### src/glpm_pkg.sv
// shared constants and types for the glob pattern list matcher
package glpm_pkg;

  localparam int PATTERN_CHARS = 32;
  localparam int BYTE_W        = 8;
  localparam int WORD_W        = 64;
  localparam int NUM_WORDS     = 4;
  localparam int PAT_W         = NUM_WORDS * WORD_W;
  localparam int WSEL_W        = $clog2(NUM_WORDS);
  localparam int LEN_W         = 6;
  localparam int POS_W         = $clog2(PATTERN_CHARS + 1);
  localparam int IDX_W         = 3;

  localparam logic [IDX_W-1:0] REG_LENGTH = 3'd4;

  localparam logic [BYTE_W-1:0] CH_STAR = 8'h2A;
  localparam logic [BYTE_W-1:0] CH_ANY  = 8'h3F;
  localparam logic [BYTE_W-1:0] CH_SEP  = 8'h3B;

  localparam logic OP_BYTE = 1'b0;
  localparam logic OP_END  = 1'b1;

  // per-cycle control broadcast to every cell
  typedef struct packed {
    logic              fresh;
    logic              step;
    logic [BYTE_W-1:0] ch;
  } ctrl_t;

  // what one cell hands to the cell after it
  typedef struct packed {
    logic close;
    logic adv;
    logic sep;
  } link_t;

endpackage

### src/glpm_cell.sv
// one pattern position: holds its alive bit and links to the next position
module glpm_cell (
  input  logic                       clk,
  input  logic                       rst,
  input  glpm_pkg::ctrl_t            ctrl,
  input  logic [glpm_pkg::BYTE_W-1:0] pat,
  input  logic                       in_range,
  input  logic                       at_end,
  input  logic                       first,
  input  glpm_pkg::link_t            prev,
  output glpm_pkg::link_t            nxt,
  output logic                       hit
);

  logic raw;
  logic raw_next;
  logic start_raw;
  logic cur;
  logic is_star;
  logic is_sep;

  always_comb begin
    is_star   = (pat == glpm_pkg::CH_STAR);
    is_sep    = (pat == glpm_pkg::CH_SEP);
    // a segment starts at position 0 and after a separator inside the length
    start_raw = first | (prev.sep & in_range);
    // star closure ripples in from the left neighbor
    cur       = (ctrl.fresh ? start_raw : raw) | prev.close;
    nxt.close = cur & in_range & is_star;
    nxt.adv   = cur & in_range & ~is_star & ~is_sep &
                ((pat == glpm_pkg::CH_ANY) | (pat == ctrl.ch));
    nxt.sep   = is_sep;
    hit       = cur & (at_end | (in_range & is_sep));
    raw_next  = ctrl.step ? (nxt.close | prev.adv) : raw;
  end

  always_ff @(posedge clk) begin
    if (rst) begin
      raw <= 1'b0;
    end else begin
      raw <= raw_next;
    end
  end

endmodule

### src/glpm_chain.sv
// row of position cells plus the end-of-pattern position
module glpm_chain (
  input  logic                        clk,
  input  logic                        rst,
  input  glpm_pkg::ctrl_t             ctrl,
  input  logic [glpm_pkg::PAT_W-1:0]  pattern,
  input  logic [glpm_pkg::POS_W-1:0]  len_eff,
  output logic                        hit
);

  glpm_pkg::link_t                        links [glpm_pkg::PATTERN_CHARS+1];
  logic [glpm_pkg::PATTERN_CHARS-1:0]     cell_hit;
  logic                                   tail;
  logic                                   tail_next;
  logic                                   tail_cur;

  assign links[0] = '0;

  for (genvar p = 0; p < glpm_pkg::PATTERN_CHARS; p++) begin : g_cell
    glpm_cell u_cell (
      .clk      (clk),
      .rst      (rst),
      .ctrl     (ctrl),
      .pat      (pattern[p*glpm_pkg::BYTE_W +: glpm_pkg::BYTE_W]),
      .in_range (glpm_pkg::POS_W'(p) < len_eff),
      .at_end   (glpm_pkg::POS_W'(p) == len_eff),
      .first    (p == 0),
      .prev     (links[p]),
      .nxt      (links[p+1]),
      .hit      (cell_hit[p])
    );
  end

  // last position past the final byte: only reachable at full length
  always_comb begin
    tail_cur  = (ctrl.fresh ? 1'b0 : tail) | links[glpm_pkg::PATTERN_CHARS].close;
    tail_next = ctrl.step ? links[glpm_pkg::PATTERN_CHARS].adv : tail;
    hit       = (|cell_hit) | tail_cur;
  end

  always_ff @(posedge clk) begin
    if (rst) begin
      tail <= 1'b0;
    end else begin
      tail <= tail_next;
    end
  end

endmodule

### src/glob_pattern_list_matcher_unit.sv
// an end-of-name word gives its result in the cycle after it is accepted
// throughput: one word per cycle when not stalled; the cell row steps on each byte
// input stalls only while a result waits and the output side stalls
// reset (synchronous): pattern and length cleared, match state restarts, no result held
// top level of the glob pattern list matcher
module glob_pattern_list_matcher_unit (
  input  logic                         clk,
  input  logic                         rst,
  input  logic                         in_valid,
  output logic                         in_stall,
  input  logic                         opcode,
  input  logic [glpm_pkg::BYTE_W-1:0]  name_byte,
  output logic                         out_valid,
  input  logic                         out_stall,
  output logic                         matched,
  input  logic                         wr_en,
  input  logic [glpm_pkg::IDX_W-1:0]   wr_index,
  input  logic [glpm_pkg::WORD_W-1:0]  wr_data
);

  logic [glpm_pkg::PAT_W-1:0]  pattern;
  logic [glpm_pkg::LEN_W-1:0]  len;
  logic [glpm_pkg::POS_W-1:0]  len_eff;
  logic                        fresh;
  logic                        in_acc;
  logic                        byte_acc;
  logic                        end_acc;
  logic                        cfg_hit;
  logic                        hit;
  glpm_pkg::ctrl_t             ctrl;

  assign in_stall = out_valid & out_stall;
  assign in_acc   = in_valid & ~in_stall;
  assign byte_acc = in_acc & (opcode == glpm_pkg::OP_BYTE);
  assign end_acc  = in_acc & (opcode == glpm_pkg::OP_END);
  assign cfg_hit  = wr_en & (wr_index <= glpm_pkg::REG_LENGTH);

  assign len_eff = (len > glpm_pkg::LEN_W'(glpm_pkg::PATTERN_CHARS)) ?
                   glpm_pkg::POS_W'(glpm_pkg::PATTERN_CHARS) :
                   glpm_pkg::POS_W'(len);

  assign ctrl.fresh = fresh;
  assign ctrl.step  = byte_acc;
  assign ctrl.ch    = name_byte;

  glpm_chain u_chain (
    .clk     (clk),
    .rst     (rst),
    .ctrl    (ctrl),
    .pattern (pattern),
    .len_eff (len_eff),
    .hit     (hit)
  );

  always_ff @(posedge clk) begin
    if (rst) begin
      pattern   <= '0;
      len       <= '0;
      fresh     <= 1'b1;
      out_valid <= 1'b0;
    end else begin
      if (wr_en && wr_index < glpm_pkg::REG_LENGTH) begin
        pattern[wr_index[glpm_pkg::WSEL_W-1:0]*glpm_pkg::WORD_W +: glpm_pkg::WORD_W] <= wr_data;
      end
      if (wr_en && wr_index == glpm_pkg::REG_LENGTH) begin
        len <= wr_data[glpm_pkg::LEN_W-1:0];
      end
      // fresh: active set is the closed segment-start set of the current pattern
      priority if (cfg_hit) begin
        fresh <= 1'b1;
      end else if (end_acc) begin
        fresh <= 1'b1;
      end else if (byte_acc) begin
        fresh <= 1'b0;
      end
      if (end_acc) begin
        out_valid <= 1'b1;
      end else if (!out_stall) begin
        out_valid <= 1'b0;
      end
    end
  end

  always_ff @(posedge clk) begin
    if (end_acc) begin
      matched <= hit;
    end
  end

endmodule

### config.mk
export PLATFORM = sky130hd
export DESIGN_NAME = glob_pattern_list_matcher_unit
export DESIGN_NICKNAME = d
export VERILOG_FILES = /design/src/glpm_pkg.sv /design/src/glpm_cell.sv /design/src/glpm_chain.sv /design/src/glob_pattern_list_matcher_unit.sv
export SDC_FILE = /design/constraint.sdc
export NUM_CORES = 1
export LEC_CHECK = 0
export BUFFER_PORTS_ARGS = -buffer_cell sky130_fd_sc_hd__buf_2
export CAP_MARGIN = 20
export CORE_ASPECT_RATIO = 0.6
export CORE_MARGIN = 1
export CORE_UTILIZATION = 35
export DETAILED_ROUTE_END_ITERATION = 16
export SYNTH_ARGS = -nofsm -noshare
export SYNTH_HDL_FRONTEND = slang
export SYNTH_SLANG_ARGS = --single-unit
### constraint.sdc
create_clock -name clk -period 11.1 [get_ports clk]
set_clock_uncertainty 0.15 [all_clocks]
set_input_delay 1.11 -clock clk [delete_from_list [all_inputs] [get_ports clk]]
set_output_delay 1.11 -clock clk [all_outputs]
set_load 0.02 [all_outputs]
Word-level counts from Yosys, hierarchy flattened. Index checks and enable logic that the tools add are counted.

Flip-flop bits (word level): 298. Latch bits: 0. Bits in writable memories: 0. ROM bits: 0. Input port bits: 81. Output and inout port bits: 3. Logic and storage cells: 733. Memories kept: 0.

Add/subtract/negate cells: 1. Multipliers: 0. Divide/modulo/power cells: 0. Magnitude comparators: 35. Eq/ne operators: 161. Shift-type cells: 2. Multiplexer cells: 37. Bitwise logic cells: 454. Reduce and logical (&&, ||, !) cells: 5.

Operator list (number): $eq A8 B6 Y1 const B (96); $and A1 B1 Y1 (260); $bwmux W256 (1); $eq A8 B8 Y1 (32); $shift A64 B34 Y256 const A (1); $shiftx A64 B34 Y256 (1); $or A1 B1 Y1 (128); $eq A5 B6 Y1 const A (16); $lt A5 B6 Y1 const A (16); $not A1 Y1 (66); $eq A4 B6 Y1 const A (8); $lt A4 B6 Y1 const A (8); $mux W1 (35); $neg A8 Y34 (1); $reduce_or A32 Y1 (1); $eq A3 B6 Y1 const A (4); $lt A3 B6 Y1 const A (4); $eq A2 B6 Y1 const A (2); $lt A1 B6 Y1 const A (2); $lt A2 B6 Y1 const A (2); $eq A1 B6 Y1 const A (1); $gt A6 B6 Y1 const B (1); $logic_not A6 Y1 (1); $mux W6 (1); other kinds (6) (7).

Depth between registers and ports, before layout. Gate-level depths: netlist of run 1.

Word-level depth: 100. Depth in mapped cells: 15. Gate-level depth less buffers: 12.

Modules after synthesis. From an unflattened synthesis of run 1, not the netlist that was laid out.

Cell total of the unflattened synthesis: 2598. Area total of the unflattened synthesis: 19909.1 µm².

Modules (own cells, without submodules): glob_pattern_list_matcher_unit (instances 1, cells each 1197, area each 9799.4 µm², sequential area each 5315.1 µm²); glpm_cell (instances 32, cells each 40, area each 296.5 µm², sequential area each 20.0 µm²); glpm_chain (instances 1, cells each 121, area each 620.6 µm², sequential area each 20.0 µm²).

Worst setup path before layout of run 1. Ideal clock, no wire load.

Path type: reg2reg. Start: register len[4] in the netlist's numbering. End: register matched, data pin. Library setup time: 272 ps. Arrival time: 3651 ps. Data required time: 10678 ps. Path slack: 7028 ps. Cell stages (with the launch flop): 15. Buffers on the path: 2. Period minus slack after synthesis: 4072 ps. Cells stage by stage: dfxtp_1 > buf_2 > or4_1 > buf_2 > and3_4 > a22oi_4 > o22ai_2 > or4b_4 > a21oi_1 > nor2_1 > nor4_1 > o211ai_1 > or4_1 > a2111o_1 > or4_1.

Longest elaborated chain between the ends: 100. Elaborated cells on any way between the ends: 322. Those cells by class: order compare: 33; eq/ne: 31; mux: 32; bitwise: 224; reduce/logical: 2.

Ends and longest elaborated chain: start: declaration (RTL line glob_pattern_list_matcher_unit.sv:22) `logic [glpm_pkg::LEN_W-1:0] len;`; start signal: assignment (RTL line glob_pattern_list_matcher_unit.sv:66) `len <= wr_data[glpm_pkg::LEN_W-1:0];`; $gt A6 B6 Y1 (RTL line glob_pattern_list_matcher_unit.sv:38) `assign len_eff = (len > glpm_pkg::LEN_W'(glpm_pkg::PATTERN_CHARS)) ?`; $mux W6 * (RTL line glob_pattern_list_matcher_unit.sv:38); parallel branches: the longest is 97 deep, another holds $lt A1 B6 Y1; $or A1 B1 Y1 * (RTL line glpm_chain.sv:38) `hit = (|cell_hit) | tail_cur;`; via hit (RTL line glob_pattern_list_matcher_unit.sv:29) `logic hit;`; end signal: assignment (RTL line glob_pattern_list_matcher_unit.sv:86) `matched <= hit;`; end: declaration (RTL line glob_pattern_list_matcher_unit.sv:15) `output logic matched,`.

Mark *: on every way through the listed nets, which the timed path passes. A chain may end at the register's enable or synchronous reset.

Worst setup path in the final report of run 1.
Start: register len[5] in the netlist's numbering. End: register matched, data pin.

The elaborated chain is that of the path after synthesis.

==> results of run 1 <==
## layout by cell type (no fill, tap or decap), types with 40 or more instances in the layout
cell	instances
nor4_1	72
xnor2_1	73
dfxtp_1	296
xor2_1	185
nand3_1	44
o21ai_0	51
nand2_1	130
nor2_1	399
nor3_1	70
a22oi_1	261
a21oi_1	87
buf_2	84
nand4_1	40
## area by class of cell
| cell class | instances | area [um2] |
|---|---|---|
| clock buffer | 43 | 892 |
| tap | 693 | 867 |
| multi-input combinational | 1811 | 11400 |
| fill | 5286 | 31000 |
| timing repair buffer | 119 | 691 |
| inverter | 34 | 128 |
| clock inverter | 15 | 203 |
| sequential | 298 | 5980 |
## how the worst min path moves through the flow
| stage | start | slack (ns) | end | cells past startpoint |
|---|---|---|---|---|
| 3_3_place_gp | u_chain.g_cell[28].u_cell.raw | 0.30 | u_chain.g_cell[28].u_cell.raw | 2 |
| 2_1_floorplan | u_chain.g_cell[20].u_cell.raw | 0.28 | u_chain.g_cell[20].u_cell.raw | 2 |
| 5_1_grt | u_chain.g_cell[28].u_cell.raw | 0.34 | u_chain.g_cell[28].u_cell.raw | 2 |
| 4_1_cts | u_chain.g_cell[28].u_cell.raw | 0.31 | u_chain.g_cell[28].u_cell.raw | 2 |
| 3_5_place_dp | u_chain.g_cell[28].u_cell.raw | 0.30 | u_chain.g_cell[28].u_cell.raw | 2 |
| 6_report | u_chain.g_cell[28].u_cell.raw | 0.31 | u_chain.g_cell[28].u_cell.raw | 2 |
## critical path: cells and delay by family (launching register included)
family / cells / cell delay, ns
flip-flops: 1 / 0.30
buffers and inverters: 1 / 0.25
AO/OA/AOI/OAI: 8 / 2.84
AND/OR/NAND/NOR: 4 / 1.75
## state kept, by name, indices dropped and copies added, names as in the netlist
signal,cells
out_valid,1
u_chain.g_cell.u_cell.raw,32
pattern,256
u_chain.tail,1
fresh,1
len,6
matched,1
## per-layer routing
metal,global-route usage [%],vias to the layer above,part of all wire [%]
li1,-,8383,-
met1,44.8,9313,50
met2,38.4,903,39
met3,4.45,90,9.4
met4,4.42,0,1.5
met5,0,-,0
## metrics by stage
step | util (%) | hold slack [ns] | std cells | setup WS (ns) | cell area (um2)
floorplan | - | 0.282 | 2325 | 7.03 | 18200
global placement | 37.2 | 0.295 | 2953 | 5.88 | 19000
detailed placement | 37.3 | 0.301 | 2955 | 5.79 | 19000
CTS | 39.4 | 0.310 | 3013 | 5.78 | 20100
global route | 39.4 | 0.338 | 3013 | 5.55 | 20100
finish | 39.4 | 0.309 | 3013 | 5.55 | 20100
## cell families (layout without fill, tap and decap cells)
kind of cell,count (synthesis),in the layout,share of synthesized area (%)
AOI/OAI and AO/OA,586,586,23.1
buffers and inverters,216,211,4.66
adders and majority gates,5,5,0.345
muxes,8,8,0.441
xor gates and xnor gates,258,258,12.4
DFF,298,298,32.9
and+or+nand+nor,954,954,26.1
## power by group through the flow
stage | sequential, mW | combinational [mW] | clock (mW)
floorplan | 1.11 | 0.134 | 0
global placement | 1.12 | 0.219 | 0
detailed placement | 1.12 | 0.222 | 0
CTS | 1.09 | 0.223 | 1.16
global route | 1.10 | 0.241 | 1.21
finish | 1.09 | 0.227 | 1.14
==> out/qor.csv, run 1 <==
stage,metric,value,unit
floorplanning,rows,64,
pwr,report.power.total,2.47,mW
logic_synthesis,yosysMostFrequentCell,nor2_1,
setup_path,cp.arrival,5.76,ns
clock_network,clockBufferDepth,3,
sta,relSlewSlack,22.2,%
floorplanning,start_util,35.5,%
pwr,peakVddDrop,0.117,mV
setup_path,cp_max_fo,32,
detailed_routing,antenna_left,0,
setup_path,cp-start-kind,flip-flop,
clock_network,cts_max_level,1,
logic_synthesis,syn-cell-area,18200,um2
grt,grt_pass1_wl,111,mm
outcome,outcome,finished clean,
grt,grt.overflow.total,0,
floorplanning,die_h,178,um
clock_network,ctsResizeCount,0,
logic_synthesis,synth_top_area_share,32.8,%
logic_synthesis,yosysSeqAreaShare,32.9,%
detailed_routing,drtPass1Iterations,6,
setup_path,r2r_cells,13,
sta,hold_viol_final,0,
setup_path,worstSetupPathType,reg2reg,
clock_network,clkSlewWorstSetupHoldPaths,0.08,ns
job,drv_cap,0,
setup_path,reg2reg_from,len[5],
logic_synthesis,syn_avg_cell_area,7.81,um2
logic_synthesis,ys_top_cells_by_area,"dfxtp_1 (33%), a22oi_1 (11%), xor2_1 (8.9%)",
pwr,switchingPower,0.661,mW
pwr,pwr-share-comb,9.2,%
detailed_routing,drc,0,
clock_network,numCtsBuffers,31,
pwr,p_seq_share,44.4,%
clock_network,cts-root-buf,clkbuf_16,
floorplanning,core_area,51100,um2
logic_synthesis,synth-edff-count,1,
grt,grt_pass1_vias,16900,
pwr,p_leak,7.10,nW
detailed_routing,num_vias,18700,
detailed_routing,vias_per_cell,6.20,
setup_path,rr_endpoint,matched,
logic_synthesis,synth_largest_area_cell,dfxtp_1,
detailed_routing,drtIter0Drc,2406,
pwr,p_int,1.80,mW
sta,min_period_over_period,50.0,%
logic_synthesis,synth_commonest_cells,"nor2_1 (400), dfxtp_1 (297), a22oi_1 (261)",
final_layout,areaGrowthSynthToFinish,10.9,%
grt,antenna_found_initial,0,
sta,drv_slew,0,
sta,worst_slew_pin_slew,1.15,ns
clock_network,cts_sinks,298,
floorplanning,floorplan.die_area,52800,um2
sta,setup_viol,0,
setup_path,r2r_slack,5.55,ns
floorplanning,num_io_pins,84,
grt,track_usage,27.9,%
clock_network,tritoncts,built,
placed_design,dp_hpwl,52.9,mm
sta,min_period,5.55,ns
pwr,switching_share,26.8,%
setup_path,cp_cell_sequence,"buf_4, nor2_1, nand2b_1, a31o_2, a22o_1, o21ai_0, a211oi_1, a311o_1, o211ai_1, o211ai_1, or4_1, a2111o_1, or4_1",
logic_synthesis,syn_inst,2325,
detailed_routing,post_drt_wl_per_cell,24.9,um
setup_path,crit_required,11.32,ns
placed_design,io_buffers,83,
logic_synthesis,synth-seq-cells,298,
setup_path,end_kind,flip-flop,
final_layout,diodes,0,
logic_synthesis,synthFlopType,dfxtp_1,
setup_path,critPathSlowestCell,o21ai_0,
clock_network,post-cts-setup-buffers,0,
sta,fmax,180,MHz
setup_path,crit_end,matched,
worst_hold_path,hp-class,reg2reg,
grt,grt_max_degree,135,
clock_network,insertion_delay,0.62,ns
logic_synthesis,yosysUniqueCellTypes,94,
setup_path,critPathLaunch,len[5],
pwr,p_clk_share,46.4,%
final_layout,final_nets,2381,
floorplanning,fp.dieW,296,um
clock_network,cts_hold_buffers,0,
logic_synthesis,yosys_warnings,0,
sta,final.setup.tns,0,ns
logic_synthesis,synthArstFlopShare,0,%
placed_design,globalplace.congestion,0.968,
logic_synthesis,syn_nets,2411,
pwr,p_per_area,122,nW/um2
setup_path,crit_path_max_incr_delay,0.70,ns
detailed_routing,postRouteWirelength,74.9,mm
sta,rsz0062_at_grt,no,
final_layout,drive_above_1_share,9.44,%
No activity file was read; power rests on OpenSTA's default activity.
==> run 2, diff against run 1 <==
Settings changed: ABC_AREA set to 1.
Clock period 11.1 ns to 4.8 ns, I/O delays scaled along.
==> run 2 against run 1 <==
Compared with the run above: the flow now finishes with violations (setup timing); first-iteration DRC count grew 17%; global-route usage grew 3.3 points; synthesized cell count grew 16%; hold slack lost 0.27 ns; largest cell class unchanged.
==> out/qor.csv, run 2 <==
stage,metric,value,unit
grt,grt.overflow.total,0,
pwr,p_per_area,259,nW/um2
detailed_routing,vias_per_cell,5.72,
final_layout,instances_no_fill,3877,
outcome,outcome,"finished, violations left",
logic_synthesis,synthArstFlopShare,0,%
pwr,switching_share,30.3,%
final_layout,areaGrowthSynthToFinish,33.2,%
detailed_routing,drtPass1Iterations,6,
placed_design,dp_hpwl,60.5,mm
sta,relSlewSlack,20.9,%
pwr,switchingPower,1.95,mW
grt,track_usage,31.3,%
sta,drv_slew,0,
setup_path,crit_path_max_incr_delay,0.37,ns
clock_network,cts-root-buf,clkbuf_16,
floorplanning,num_io_pins,84,
placed_design,io_buffers,83,
logic_synthesis,synth-edff-count,1,
final_layout,final_nets,3234,
clock_network,cts_sinks,298,
logic_synthesis,synthFlopType,dfxtp_1,
grt,grt_pass1_vias,20500,
logic_synthesis,syn_avg_cell_area,6.90,um2
logic_synthesis,synth_commonest_cells,"nand2_1 (380), inv_1 (355), dfxtp_1 (297)",
sta,fmax,143,MHz
detailed_routing,antenna_left,0,
logic_synthesis,synth_largest_area_cell,dfxtp_1,
setup_path,critPathSlowestCell,dfxtp_1,
clock_network,cts_max_level,1,
job,drv_cap,0,
grt,grt_pass1_wl,130,mm
detailed_routing,drtIter0Drc,2822,
placed_design,globalplace.congestion,1.05,
setup_path,cp.arrival,7.37,ns
sta,min_period,6.98,ns
logic_synthesis,yosysMostFrequentCell,nand2_1,
logic_synthesis,yosysSeqAreaShare,32.0,%
setup_path,worstSetupPathType,reg2reg,
sta,hold_viol_final,0,
pwr,peakVddDrop,0.327,mV
pwr,report.power.total,6.43,mW
clock_network,tritoncts,built,
clock_network,numCtsBuffers,31,
detailed_routing,drc,0,
logic_synthesis,yosys_warnings,0,
placed_design,dp_cells,3665,
final_layout,top_register,pattern,
pwr,p_int,4.48,mW
clock_network,clkSlewWorstSetupHoldPaths,0.07,ns
floorplanning,core_area,52600,um2
logic_synthesis,ys_top_cells_by_area,"dfxtp_1 (32%), nand2_1 (7.6%), inv_1 (7.1%)",
final_layout,largest_reg_flops,256,
final_layout,layout_commonest_cell,buf_4,
final_layout,largestRegisters,"pattern: 256 flops, u_chain.g_cell.u_cell.raw: 32 flops, len: 6 flops",
final_layout,drive_above_1_share,25.3,%
logic_synthesis,syn_nets,2792,
worst_hold_path,hp-class,in2reg,
floorplanning,die_h,181,um
pwr,p_seq_share,40.5,%
floorplanning,fp.dieW,300,um
sta,min_period_over_period,145,%
clock_network,cts_hold_buffers,0,
floorplanning,floorplan.die_area,54300,um2
pwr,pwr-share-comb,16.7,%
logic_synthesis,syn_inst,2706,
logic_synthesis,syn-cell-area,18700,um2
clock_network,clockBufferDepth,3,
floorplanning,rows,65,
setup_path,cp_max_fo,3,
pwr,p_leak,10.4,nW
outcome,violations,setup timing,
sta,setup_viol,17,
setup_path,crit_required,5.19,ns
final_layout,mostFrequentLayoutCells,"buf_4 (473), nand2_1 (371), inv_1 (350)",
sta,rsz0062_at_grt,yes,
setup_path,crit_top_cell,buf_4,
clock_network,insertion_delay,0.62,ns
pwr,p_clk_share,42.8,%
sta,worst_slack,-2.18,ns
detailed_routing,postRouteWirelength,87.4,mm
grt,antenna_found_initial,4,
grt,grt_max_degree,141,
sta,worst_slew_pin_slew,1.17,ns
detailed_routing,post_drt_wl_per_cell,22.5,um
logic_synthesis,yosysUniqueCellTypes,50,
logic_synthesis,synth_top_area_share,31.8,%
setup_path,cp-start-kind,flip-flop,
logic_synthesis,synth-seq-cells,298,
floorplanning,start_util,35.5,%
setup_path,end_kind,flip-flop,
detailed_routing,num_vias,22200,
[run 2: changes by cell type after synthesis, sizes merged, moves of 66 or more]
cell / change
nand4: +90
a31oi: +148
a21oi: +86
a22oi: -260
nor2: -214
a211oi: +142
xor2: -134
nand3: +120
inv: +335
xnor2: +66
nand2: +282
[run 2: path summary, 6_finish.rpt]
check,endpoint,slack [ns],cells past startpoint,start
max,u_chain.g_cell[11].u_cell.raw,-2.18,59,pattern[4]
min,fresh,0.04,3,wr_en
max reg2reg,u_chain.g_cell[11].u_cell.raw,-2.18,59,pattern[4]
min reg2reg,pattern[67],0.33,2,pattern[67]
[run 2: timing repair]
| action | 4_1_cts | 5_1_grt |
|---|---|---|
| gates resized for setup | 53 | 53 |
| cloned | 0 | 0 |
| endpoints found under the hold margin | 0 | 0 |
| endpoints found under the setup margin | 16 | 21 |
| pin swaps | 24 | 24 |
| setup buffers | 170 | 37 |
[run 2: per-layer routing]
metal / up-vias / track usage [%] / wire length, um
met3: 191 / 8.13 / 11300
met2: 1353 / 42.1 / 33700
met4: 0 / 8.86 / 2680
met5: - / 0 / 0
li1: 10200 / - / -
met1: 10500 / 47.6 / 39700
[run 2: cells by family after synthesis]
group           Yosys count  share of synthesized area (%)
simple gates           1014                           26.0
compound gates          638                           21.4
buf+inv                 561                           11.4
flops                   298                           32.0
xor+xnor                190                           8.91
fa+ha+maj                 5                          0.335
[run 2: layout make-up]
type	instances	area [um2]
fillers	5230	27700
flip-flops and latches	298	5990
clock inverters	18	251
diodes	2	5.00
inverters	371	1400
well taps	703	880
clock buffers	39	856
multi-input cells	1847	11000
repair buffers	599	4510
[run 2: power groups by stage]
stage / Sequential [mW] / Combinational [mW] / Clock [mW]
after floorplan: 2.65 / 0.546 / 0
after global placement: 2.66 / 1.00 / 0
after detailed placement: 2.66 / 1.01 / 0
after CTS: 2.60 / 1.03 / 2.76
after global routing: 2.61 / 1.13 / 2.87
final: 2.61 / 1.07 / 2.75
[run 2: through the flow]
stage          setup slack (ns)  setup TNS [ns]  utilization [%]  hold WS (ns)  area [um2]
2_1_floorplan             -1.14           -6.75                -         0.306       18700
3_3_place_gp              -1.89          -16.61             42.1         0.310       22100
3_5_place_dp              -2.17          -20.14             42.1         0.316       22100
4_1_cts                   -1.75          -23.91             46.9        0.0208       24700
5_1_grt                   -2.50          -31.50             47.3        0.0379       24900
6_report                  -2.18          -24.57             47.3        0.0430       24900
[run 2: worst max-delay path, delay by kind of cell, from the launching register on]
| family | cells | cell delay [ns] |
|---|---|---|
| AO/OA/AOI/OAI | 1 | 0.16 |
| buffers and inverters | 31 | 3.81 |
| flip-flops | 1 | 0.37 |
| AND/OR/NAND/NOR | 27 | 2.39 |
